`config.mk`:
```
export PLATFORM = sky130hd
export DESIGN_NAME = psfb_ctrl
export DESIGN_NICKNAME = d
export VERILOG_FILES = /design/src/hdl/psfb_pkg.sv /design/src/hdl/psfb_ctrl.sv
export SDC_FILE = /design/constraint.sdc
export NUM_CORES = 1
export LEC_CHECK = 0
export ABC_AREA = 1
export BUFFER_PORTS_ARGS = -buffer_cell sky130_fd_sc_hd__buf_2
export CAP_MARGIN = 5
export CORE_AREA = 3 3 40 42
export DETAILED_ROUTE_END_ITERATION = 7
export DIE_AREA = 0 0 43 45
export GPL_TIMING_DRIVEN = 1
export MAX_ROUTING_LAYER = met4
export PLACE_DENSITY = 0.71
export SLEW_MARGIN = 10
export SYNTH_ARGS = -nofsm -noshare
export SYNTH_HDL_FRONTEND = slang
export SYNTH_SLANG_ARGS = --single-unit
```
`constraint.sdc`:
```
create_clock -name clk -period 2.2 [get_ports clk]
set_clock_uncertainty 0.15 [all_clocks]
set_input_delay 0.44 -clock clk [delete_from_list [all_inputs] [get_ports clk]]
set_output_delay 0.44 -clock clk [all_outputs]
set_load 0.02 [all_outputs]
```
`src/hdl/psfb_pkg.sv`:
```
package psfb_pkg;

  typedef enum logic [2:0] {
    KIND_CHECK = 3'd0,
    KIND_BLOCK = 3'd1,
    KIND_TICK  = 3'd2,
    KIND_CLEAR = 3'd3,
    KIND_AGE   = 3'd4
  } kind_t;

  localparam logic [1:0] VERDICT_SAFE    = 2'd0;
  localparam logic [1:0] VERDICT_NEW     = 2'd1;
  localparam logic [1:0] VERDICT_ALREADY = 2'd2;
  localparam logic [1:0] VERDICT_FULL    = 2'd3;

  localparam logic [1:0] REG_WINDOW = 2'd0;
  localparam logic [1:0] REG_LIMIT  = 2'd1;
  localparam logic [1:0] REG_GLOBAL = 2'd2;

  localparam logic [20:0] HITS_MAX    = 21'h1FFFFF;
  localparam logic [2:0]  SOUND_SCALE = 3'd5;
  localparam logic [6:0]  REMOVED_MAX = 7'd127;

  typedef struct packed {
    logic [2:0]  kind;
    logic [2:0]  queue_id;
    logic [63:0] source_high;
    logic [63:0] source_low;
    logic [7:0]  multiplier;
    logic        eligible;
  } item_in_t;

  typedef struct packed {
    logic [1:0]  verdict;
    logic [20:0] applied_limit;
    logic [6:0]  removed_entries;
  } item_out_t;

  // Slot payload as stored in RAM (valid bits live in flops).
  typedef struct packed {
    logic [63:0] key_high;
    logic [63:0] key_low;
    logic [2:0]  queue;
    logic [20:0] hits;
    logic [31:0] start;
    logic        blocked;
  } slot_t;

  localparam int SLOT_W = $bits(slot_t);

  // Controller -> datapath.
  typedef struct packed {
    logic load;       // compute limit from the captured item
    logic scan_first; // start a walk at index 0
    logic scan_step;  // advance walk index
    logic judge;      // evaluate found / new slot, write back
    logic age_eval;   // evaluate the slot read for age-out
    logic tick;
    logic clear;
    logic done;       // emit result
  } dp_cmd_t;

  // Datapath -> controller.
  typedef struct packed {
    logic scan_last;  // entry just read is the final entry
    logic hit;        // matching slot found in the current read
  } dp_stat_t;

endpackage

```
`src/hdl/psfb_ctrl.sv`:
```
module psfb_ctrl (
  input  logic               clk,
  input  logic               rst,
  input  logic               start,
  input  logic [2:0]         kind,
  input  psfb_pkg::dp_stat_t stat,
  output psfb_pkg::dp_cmd_t  cmd,
  output logic               busy
);
  typedef enum logic [5:0] {
    S_IDLE  = 6'b000001,
    S_LOAD  = 6'b000010,
    S_SCAN  = 6'b000100,
    S_JUDGE = 6'b001000,
    S_AGE   = 6'b010000,
    S_DONE  = 6'b100000
  } state_t;

  state_t state, state_next;
  logic [2:0] kind_q;

  always_ff @(posedge clk) begin
    if (rst) state <= S_IDLE;
    else     state <= state_next;
    if (start && !busy) kind_q <= kind;
  end

  assign busy = (state != S_IDLE);

  always_comb begin
    state_next = state;
    cmd = '0;
    unique case (state)
      S_IDLE: if (start) state_next = S_LOAD;
      S_LOAD: begin
        cmd.load = 1'b1;
        if (kind_q == psfb_pkg::KIND_CHECK || kind_q == psfb_pkg::KIND_BLOCK ||
            kind_q == psfb_pkg::KIND_AGE) begin
          cmd.scan_first = 1'b1;
          state_next = (kind_q == psfb_pkg::KIND_AGE) ? S_AGE : S_SCAN;
        end else begin
          cmd.tick  = (kind_q == psfb_pkg::KIND_TICK);
          cmd.clear = (kind_q == psfb_pkg::KIND_CLEAR);
          state_next = S_DONE;
        end
      end
      // one entry per cycle; stop on a hit or at the last entry
      S_SCAN: begin
        if (stat.hit || stat.scan_last) state_next = S_JUDGE;
        else cmd.scan_step = 1'b1;
      end
      S_JUDGE: begin
        cmd.judge = 1'b1;
        state_next = S_DONE;
      end
      S_AGE: begin
        cmd.age_eval = 1'b1;
        if (stat.scan_last) state_next = S_DONE;
        else cmd.scan_step = 1'b1;
      end
      S_DONE: begin
        cmd.done = 1'b1;
        state_next = S_IDLE;
      end
      default: state_next = S_IDLE;
    endcase
  end
endmodule

```
==> results of run 1 <==
==> state kept, by name, indices dropped and copies added (netlist names) <==
| register | flops |
|---|---|
| kind_q | 3 |
| state | 6 |
==> critical path, stage by stage (launching register included) <==
cell and delay [ns]:
dfxtp_1 0.35, nor2_4 0.19, nand3_2 0.16, nor4_1 0.18, buf_2 0.21
==> cells in the final DEF, fill, tap and decap left out, types with 2 or more instances in the layout <==
cell / instances
dfxtp_1: 6
nand4_1: 2
nor3_1: 3
nor2_1: 14
nand3_1: 8
inv_1: 12
nand2_1: 7
a21oi_1: 3
clkbuf_4: 3
nand3_2: 2
buf_2: 16
edfxtp_1: 3
==> layout make-up <==
cell class              count  share of cell area (%)
inverters                  13                   8.075
well taps                  15                   3.106
clock buffers               4                   4.348
multi-input cells          44                   36.44
repair buffers             16                   13.25
flip-flops and latches      9                   34.78
==> cell families after synthesis <==
kind of cell | after synthesis | synth area share [%]
AND/OR/NAND/NOR | 40 | 41.78
buffers and inverters | 13 | 10.18
flip-flops | 9 | 43.87
AO/OA/AOI/OAI | 4 | 4.176
==> power by group through the flow <==
stage | combinational, mW | sequential, mW | clock [mW]
2_1_floorplan | 0.0374 | 0.191 | 0
3_3_place_gp | 0.0541 | 0.192 | 0
3_5_place_dp | 0.0544 | 0.193 | 0
4_1_cts | 0.0549 | 0.189 | 0.130
5_1_grt | 0.0622 | 0.190 | 0.141
6_report | 0.0552 | 0.189 | 0.125
==> worst min-delay path by stage <==
| stage | startpoint | end | slack (ns) | cells past startpoint |
|---|---|---|---|---|
| 3_5_place_dp | state[3]$_SDFFE_PP0P_ | state[3]$_SDFFE_PP0P_ | 0.47 | 3 |
| 4_1_cts | kind[2] | kind_q[2]$_DFFE_PP_ | 0.19 | 1 |
| 5_1_grt | kind[0] | kind_q[0]$_DFFE_PP_ | 0.20 | 1 |
| 2_1_floorplan | rst | state[2]$_SDFFE_PP0P_ | 0.36 | 1 |
| 3_3_place_gp | state[3]$_SDFFE_PP0P_ | state[3]$_SDFFE_PP0P_ | 0.46 | 3 |
| 6_report | kind[2] | kind_q[2]$_DFFE_PP_ | 0.20 | 1 |
==> through the flow <==
stage	std cells	hold slack, ns	total power, mW
global placement	97	0.4648	0.2464
global route	101	0.1954	0.3927
floorplan	66	0.3591	0.2286
detailed placement	97	0.4654	0.2469
CTS	101	0.1908	0.3738
finish	101	0.2009	0.3693
==> routing by layer <==
layer	global-route usage [%]	wire length, µm	vias up
met2	18.86	457	17
met4	12.05	12	0
met5	-	0	-
met1	12.87	463	208
met3	3.984	65	2
li1	-	-	251
==> run summary, run 1 <==
DRC marker count from the first detailed-route iteration: 11
slew margin rel.: 81.79%
Vias per Instance: 4.733
switching power: 0.09852 mW
switching share of power: 26.68%
FF-to-FF path depth: 3
largest area contributor in the netlist: dfxtp_1
# H-tree levels: 1
post-route cell area: 604.3 µm²
CTS tree: yes
Pleak: 0.3364 nW
setup TNS: 0 ns
port buffer count: 16
asr flop ratio synth: 0%
# clock sinks: 9
die area: 1935 µm²
top post-synthesis cells by count: 14 x nor2_1, 12 x inv_1, 8 x nand3_1
Clk Latency, worst-skew pair: 0.26 ns
first-pass GRT wire length: 1.656 mm
register area share after synthesis: 43.86%
largest fanout on the critical path: 6
share of layout cells above drive strength 1: 29.07%
VDD IR max: 353.4 µV
largest net degree at the start of global routing: 7
Worst setup EP type: primary output
Total GRT Usage: 12.55%
die height: 45 µm
clock group share of total power: 33.9%
end of the worst register-to-register path: kind_q[1]$_DFFE_PP_
Seq cells post-synth: 9
clk buf depth: 2
ant diodes: 0
hold crit path type: in2reg
Post-CTS Resized: 0
Storage cell area: 210.2 µm²
Clock transition at path regs: 0.06 ns
synth warn: 0
post-synth top area share: 25.07%
synthesized area: 479.2 µm²
internal power: 0.2708 mW
Cells after Synth: 66
Fillers: 133
ys flop type: dfxtp_1
Cell variety after synth: 16
row cnt: 13
# nets final: 95
R2R Setup Slk: 0.79 ns
Die Wd: 43 µm
First-pass DRT Iterations: 4
top-count cell post-synth: nor2_1
Setup crit start: state[4]$_SDFFE_PP0P_
Syn Area/Cell: 7.261 µm²
HPWL Detailed: 783.1 µm
top cells by area in the synthesized netlist: dfxtp_1 25%, edfxtp_1 19%, nor2_1 11%, inv_1 9.4%, nand3_1 8.4%
pre-CTS setup slack: 0.5583 ns
period utilization: 88.01%
Crit path arrival time: 1.35 ns
clock root buffer: clkbuf_4
Hold Vio Cnt, Final: 0
fmax: 516.5 MHz
Worst setup endpoint: cmd[2]
Crit Path Class: reg2out
vias: 478
fin. max-slew vios: 0
sequential power share: 51.2%
combinational share of power: 14.9%
Syn Nets: 74
number of synthesized flops with an enable pin: 3
origin of the critical flop-to-flop path: state[4]$_SDFFE_PP0P_
Max Cap Viol: 0
CP Data Required Time: 1.61 ns
DR WL/cell: 9.881 µm
Synth-to-Final Area Change: 26.11%
final setup margin: 0.2638 ns
GR Overflow Total: 0
final core occ: 47.03%
status: completed
Pwr per Cell Area: 611.1 nW/µm²
area taken by multi-input logic gates: 220.2 µm²
CTS hold repair buffers: 0
# DRC: 0
RSZ-0062 raised after global routing: false
Final Critical Period: 1.936 ns
placed cell area: 578.1 µm²
Post-CTS Setup Inserts: 0
routability cong.: 0.8318
number of CTS-inserted buffers: 3
initial antenna violation count: 0
initial cell density of the core: 37.29%
setup violators final: 0
IO Count: 17
Slew @ Worst Pin: 0.2721 ns
DRT antenna net count: 0
core area: 1285 µm²
Setup crit start kind: register
vias in the first global route: 430
drt total wl: 998 µm
No activity file was read; power rests on OpenSTA's default activity.
==> run 2: changes to the inputs <==
==> constraint.sdc (replaced) <==
create_clock -name clk -period 2.5 [get_ports clk]
set_clock_uncertainty 0.15 [all_clocks]
set_input_delay 0.5 -clock clk [delete_from_list [all_inputs] [get_ports clk]]
set_output_delay 0.5 -clock clk [all_outputs]
set_load 0.02 [all_outputs]
==> run 2 against run 1 <==
Compared with the run above: critical path depth unchanged; worst hold slack better by 0.058 ns; utilization unchanged; routed wire length down 2.3%; combinational power down 12%; final area unchanged; setup slack better by 0.23 ns; sequential share of layout area unchanged; register-to-register slack better by 0.28 ns; clock-buffer cell count unchanged; power down 11%; via count up 1.0%; highest routed layer unchanged.
==> run summary, run 2 (synthesis gave the netlist of run 1 again) <==
status: completed
Worst setup EP type: primary output
max incr delay on CP: 0.33 ns
Slew @ Worst Pin: 0.2475 ns
CTS hold repair buffers: 0
initial antenna violation count: 0
Placed Instances: 97
IO Count: 17
Pwr per Cell Area: 543.9 nW/µm²
Final Critical Period: 2.011 ns
port buffer count: 16
Cell Count, Final, Fillers Out: 101
Total GRT Usage: 12.29%
Max Cap Viol: 0
# clock sinks: 9
first-pass GRT wire length: 1.600 mm
die area: 1935 µm²
initial cell density of the core: 37.29%
DRT antenna net count: 0
Die Wd: 43 µm
clk buf depth: 2
placed cell area: 578.1 µm²
ant diodes: 0
commonest non-fill, non-tap cell in the layout: buf_2
worst path cell trace: nor2_2, nand3_2, nor4_1, buf_2
hold crit path type: in2reg
crit-path leading delay family: simple AND/OR/NAND/NOR gates
fmax: 497.3 MHz
final core occ: 47.03%
row cnt: 13
period utilization: 80.43%
Setup crit start kind: register
Clock transition at path regs: 0.06 ns
Crit path arrival time: 1.36 ns
routability cong.: 0.8384
Critical-path top delay cell: dfxtp_1
most flop-heavy register: state
die height: 45 µm
First-pass DRT Iterations: 2
Crit path buffers/inverters: 1
number of CTS-inserted buffers: 3
fin. max-slew vios: 0
Clk Latency, worst-skew pair: 0.26 ns
# nets final: 95
Crit Path Class: reg2out
vias in the first global route: 416
largest net degree at the start of global routing: 7
setup TNS: 0 ns
share of layout cells above drive strength 1: 29.07%
CP Data Required Time: 1.85 ns
VDD IR max: 335.6 µV
Vias per Instance: 4.782
GR Overflow Total: 0
RSZ-0062 raised after global routing: false
Hold Vio Cnt, Final: 0
setup violators final: 0
Pleak: 0.3364 nW
vias: 483
HPWL Detailed: 786.6 µm
slew margin rel.: 83.44%
clock root buffer: clkbuf_4
# H-tree levels: 1
Fillers: 129
Hold WS: 0.2588 ns
DR WL/cell: 9.653 µm
largest registers: state (6), kind_q (3)
drt total wl: 975 µm
CTS tree: yes
post-route cell area: 604.3 µm²
core area: 1285 µm²
Synth-to-Final Area Change: 26.11%
Largest register FFs: 6
# DRC: 0
DRC marker count from the first detailed-route iteration: 8
Post-CTS Resized: 0
largest fanout on the critical path: 5
most frequent cells in the layout: 16 x buf_2, 14 x nor2_1, 12 x inv_1, 8 x nand3_1, 7 x nand2_1
Post-CTS Setup Inserts: 0
-- run 2: stage by stage --
stage,power (mW),worst slack [ns]
6_report,0.3287,0.4893
3_3_place_gp,0.2169,0.7639
3_5_place_dp,0.2175,0.7492
2_1_floorplan,0.2011,0.5974
5_1_grt,0.3447,0.3974
4_1_cts,0.3304,0.4731
-- run 2: final timing paths --
path	startpoint	end	slack (ns)	depth (start not counted)
setup / recovery	state[3]$_SDFFE_PP0P_	cmd[2]	0.49	4
hold / removal	kind[0]	kind_q[0]$_DFFE_PP_	0.26	1
setup reg to reg	state[3]$_SDFFE_PP0P_	kind_q[1]$_DFFE_PP_	1.07	3
hold reg to reg	kind_q[2]$_DFFE_PP_	state[2]$_SDFFE_PP0P_	0.48	3
-- run 2: report_power, final --
group	internal, mW	switching, mW
clock network	0.0616	0.0525
registers	0.160	0.00600
logic	0.0167	0.0318
-- run 2: layer usage --
metal	vias up	GRT usage [%]	wire length, µm
met1	209	12.13	431
met3	4	3.586	83
met4	0	12.65	36
li1	254	-	-
met2	16	18.86	424
met5	-	-	0
-- run 2: area by class of cell --
cell class | instances | area (µm²) | area share, %
Multi-Input combinational cell | 44 | 220.2 | 36.44
Inverter | 13 | 48.80 | 8.075
Clock buffer | 4 | 26.28 | 4.348
Tap cell | 15 | 18.77 | 3.106
Timing Repair Buffer | 16 | 80.08 | 13.25
Sequential cell | 9 | 210.2 | 34.78
==> run 3: changes to the inputs <==
==> constraint.sdc (replaced) <==
create_clock -name clk -period 2.1 [get_ports clk]
set_clock_uncertainty 0.15 [all_clocks]
set_input_delay 0.42 -clock clk [delete_from_list [all_inputs] [get_ports clk]]
set_output_delay 0.42 -clock clk [all_outputs]
set_load 0.02 [all_outputs]
==> run 3 against run 2 <==
Compared with the run above: setup slack got worse by 0.29 ns; clock power is 18% higher; first-iteration DRC count rose by 13%; final area unchanged; sequential cell count unchanged; clock-buffer cell count stayed put; critical path depth is the same; worst hold slack worse by 0.071 ns; via count did not move; non-clock buffer count unchanged.
==> run summary, run 3 (synthesis gave the netlist of run 1 again) <==
Clock transition at path regs: 0.07 ns
Post-CTS Setup Inserts: 0
Max Cap Viol: 0
Final Critical Period: 1.897 ns
drt total wl: 956 µm
DRT antenna net count: 0
number of CTS-inserted buffers: 3
routability cong.: 0.8358
ant diodes: 0
hold crit path type: in2reg
DR WL/cell: 9.465 µm
GR Overflow Total: 0
largest net degree at the start of global routing: 7
commonest non-fill, non-tap cell in the layout: buf_2
# nets final: 95
Setup crit start kind: register
largest fanout on the critical path: 5
core area: 1285 µm²
Crit path arrival time: 1.33 ns
initial antenna violation count: 0
Pwr per Cell Area: 644.2 nW/µm²
die area: 1935 µm²
Vias per Instance: 4.782
max incr delay on CP: 0.33 ns
setup TNS: 0 ns
initial cell density of the core: 37.29%
row cnt: 13
most flop-heavy register: state
Hold Vio Cnt, Final: 0
vias in the first global route: 402
status: completed
Largest register FFs: 6
CTS tree: yes
Worst setup EP type: primary output
clock group share of total power: 34.5%
worst path cell trace: nor2_2, nand3_2, nor4_1, buf_2
Post-CTS Resized: 0
Synth-to-Final Area Change: 26.11%
IO Count: 17
switching share of power: 27.12%
# clock sinks: 9
first-pass GRT wire length: 1.524 mm
most frequent cells in the layout: 16 x buf_2, 14 x nor2_1, 12 x inv_1, 8 x nand3_1, 7 x nand2_1
port buffer count: 16
final core occ: 47.03%
clock root buffer: clkbuf_4
switching power: 0.1056 mW
RSZ-0062 raised after global routing: false
VDD IR max: 344.4 µV
die height: 45 µm
largest registers: state (6), kind_q (3)
CTS hold repair buffers: 0
DRC marker count from the first detailed-route iteration: 9
Total GRT Usage: 10.99%
vias: 483
fmax: 527.1 MHz
sequential power share: 50.8%
HPWL Detailed: 754.5 µm
First-pass DRT Iterations: 4
Crit Path Class: reg2out
CP Data Required Time: 1.53 ns
period utilization: 90.35%
Slew @ Worst Pin: 0.2798 ns
total power: 0.3893 mW
Clk Latency, worst-skew pair: 0.26 ns
internal power: 0.2837 mW
combinational share of power: 14.7%
# H-tree levels: 1
clk buf depth: 2
Cell Count, Final, Fillers Out: 101
placed cell area: 578.1 µm²
Critical-path top delay cell: dfxtp_1
Placed Instances: 97
slew margin rel.: 81.28%
setup violators final: 0
post-route cell area: 604.3 µm²
share of layout cells above drive strength 1: 29.07%
# DRC: 0
Pleak: 0.3364 nW
Die Wd: 43 µm
fin. max-slew vios: 0
[run 3: cell counts in the layout (fill, tap and decap cells not counted)]
Identical to the previous run, type by type.
[run 3: routing by layer]
metal / GRT usage [%] / part of all wire (%) / vias up
li1: - / - / 257
met1: 11.36 / 45 / 206
met2: 18.86 / 44 / 20
met3: 5.976 / 11 / 0
met4: 1.807 / 0 / 0
met5: - / 0 / -
[run 3: layout make-up]
cell class	instances	area (µm²)
fillers	137	680.7
multi-input cells	44	220.2
well taps	15	18.77
repair buffers	16	80.08
flip-flops and latches	9	210.2
inverters	13	48.80
clock buffers	4	26.28
[run 3: stage by stage]
step / hold WS (ns) / worst slack [ns]
floorplan: 0.3391 / 0.2774
global placement: 0.4462 / 0.4938
detailed placement: 0.4481 / 0.4973
CTS: 0.1786 / 0.1915
global route: 0.1783 / 0.08965
finish: 0.1880 / 0.2027
[run 3: worst paths after layout]
path | start | to | slack [ns] | depth (start not counted)
worst max-delay path | state[3]$_SDFFE_PP0P_ | cmd[2] | 0.20 | 4
worst min-delay path | kind[2] | kind_q[2]$_DFFE_PP_ | 0.19 | 1
worst max register to register | state[3]$_SDFFE_PP0P_ | kind_q[2]$_DFFE_PP_ | 0.69 | 3
worst min register to register | kind_q[1]$_DFFE_PP_ | state[4]$_SDFFE_PP0P_ | 0.47 | 3
[run 3: power groups by stage]
stage                     Sequential [mW]  Combinational [mW]  Clock (mW)
final                               0.198              0.0573       0.134
after global routing                0.199              0.0648       0.147
after CTS                           0.198              0.0577       0.139
after detailed placement            0.202              0.0572           0
after global placement              0.201              0.0567           0
after floorplan                     0.200              0.0392           0
[run 3: worst max-delay path, delay by kind of cell, from the launching register on]
family / cells / cell delay (ns)
AND/OR/NAND/NOR: 3 / 0.52
flip-flops: 1 / 0.33
buffers and inverters: 1 / 0.20
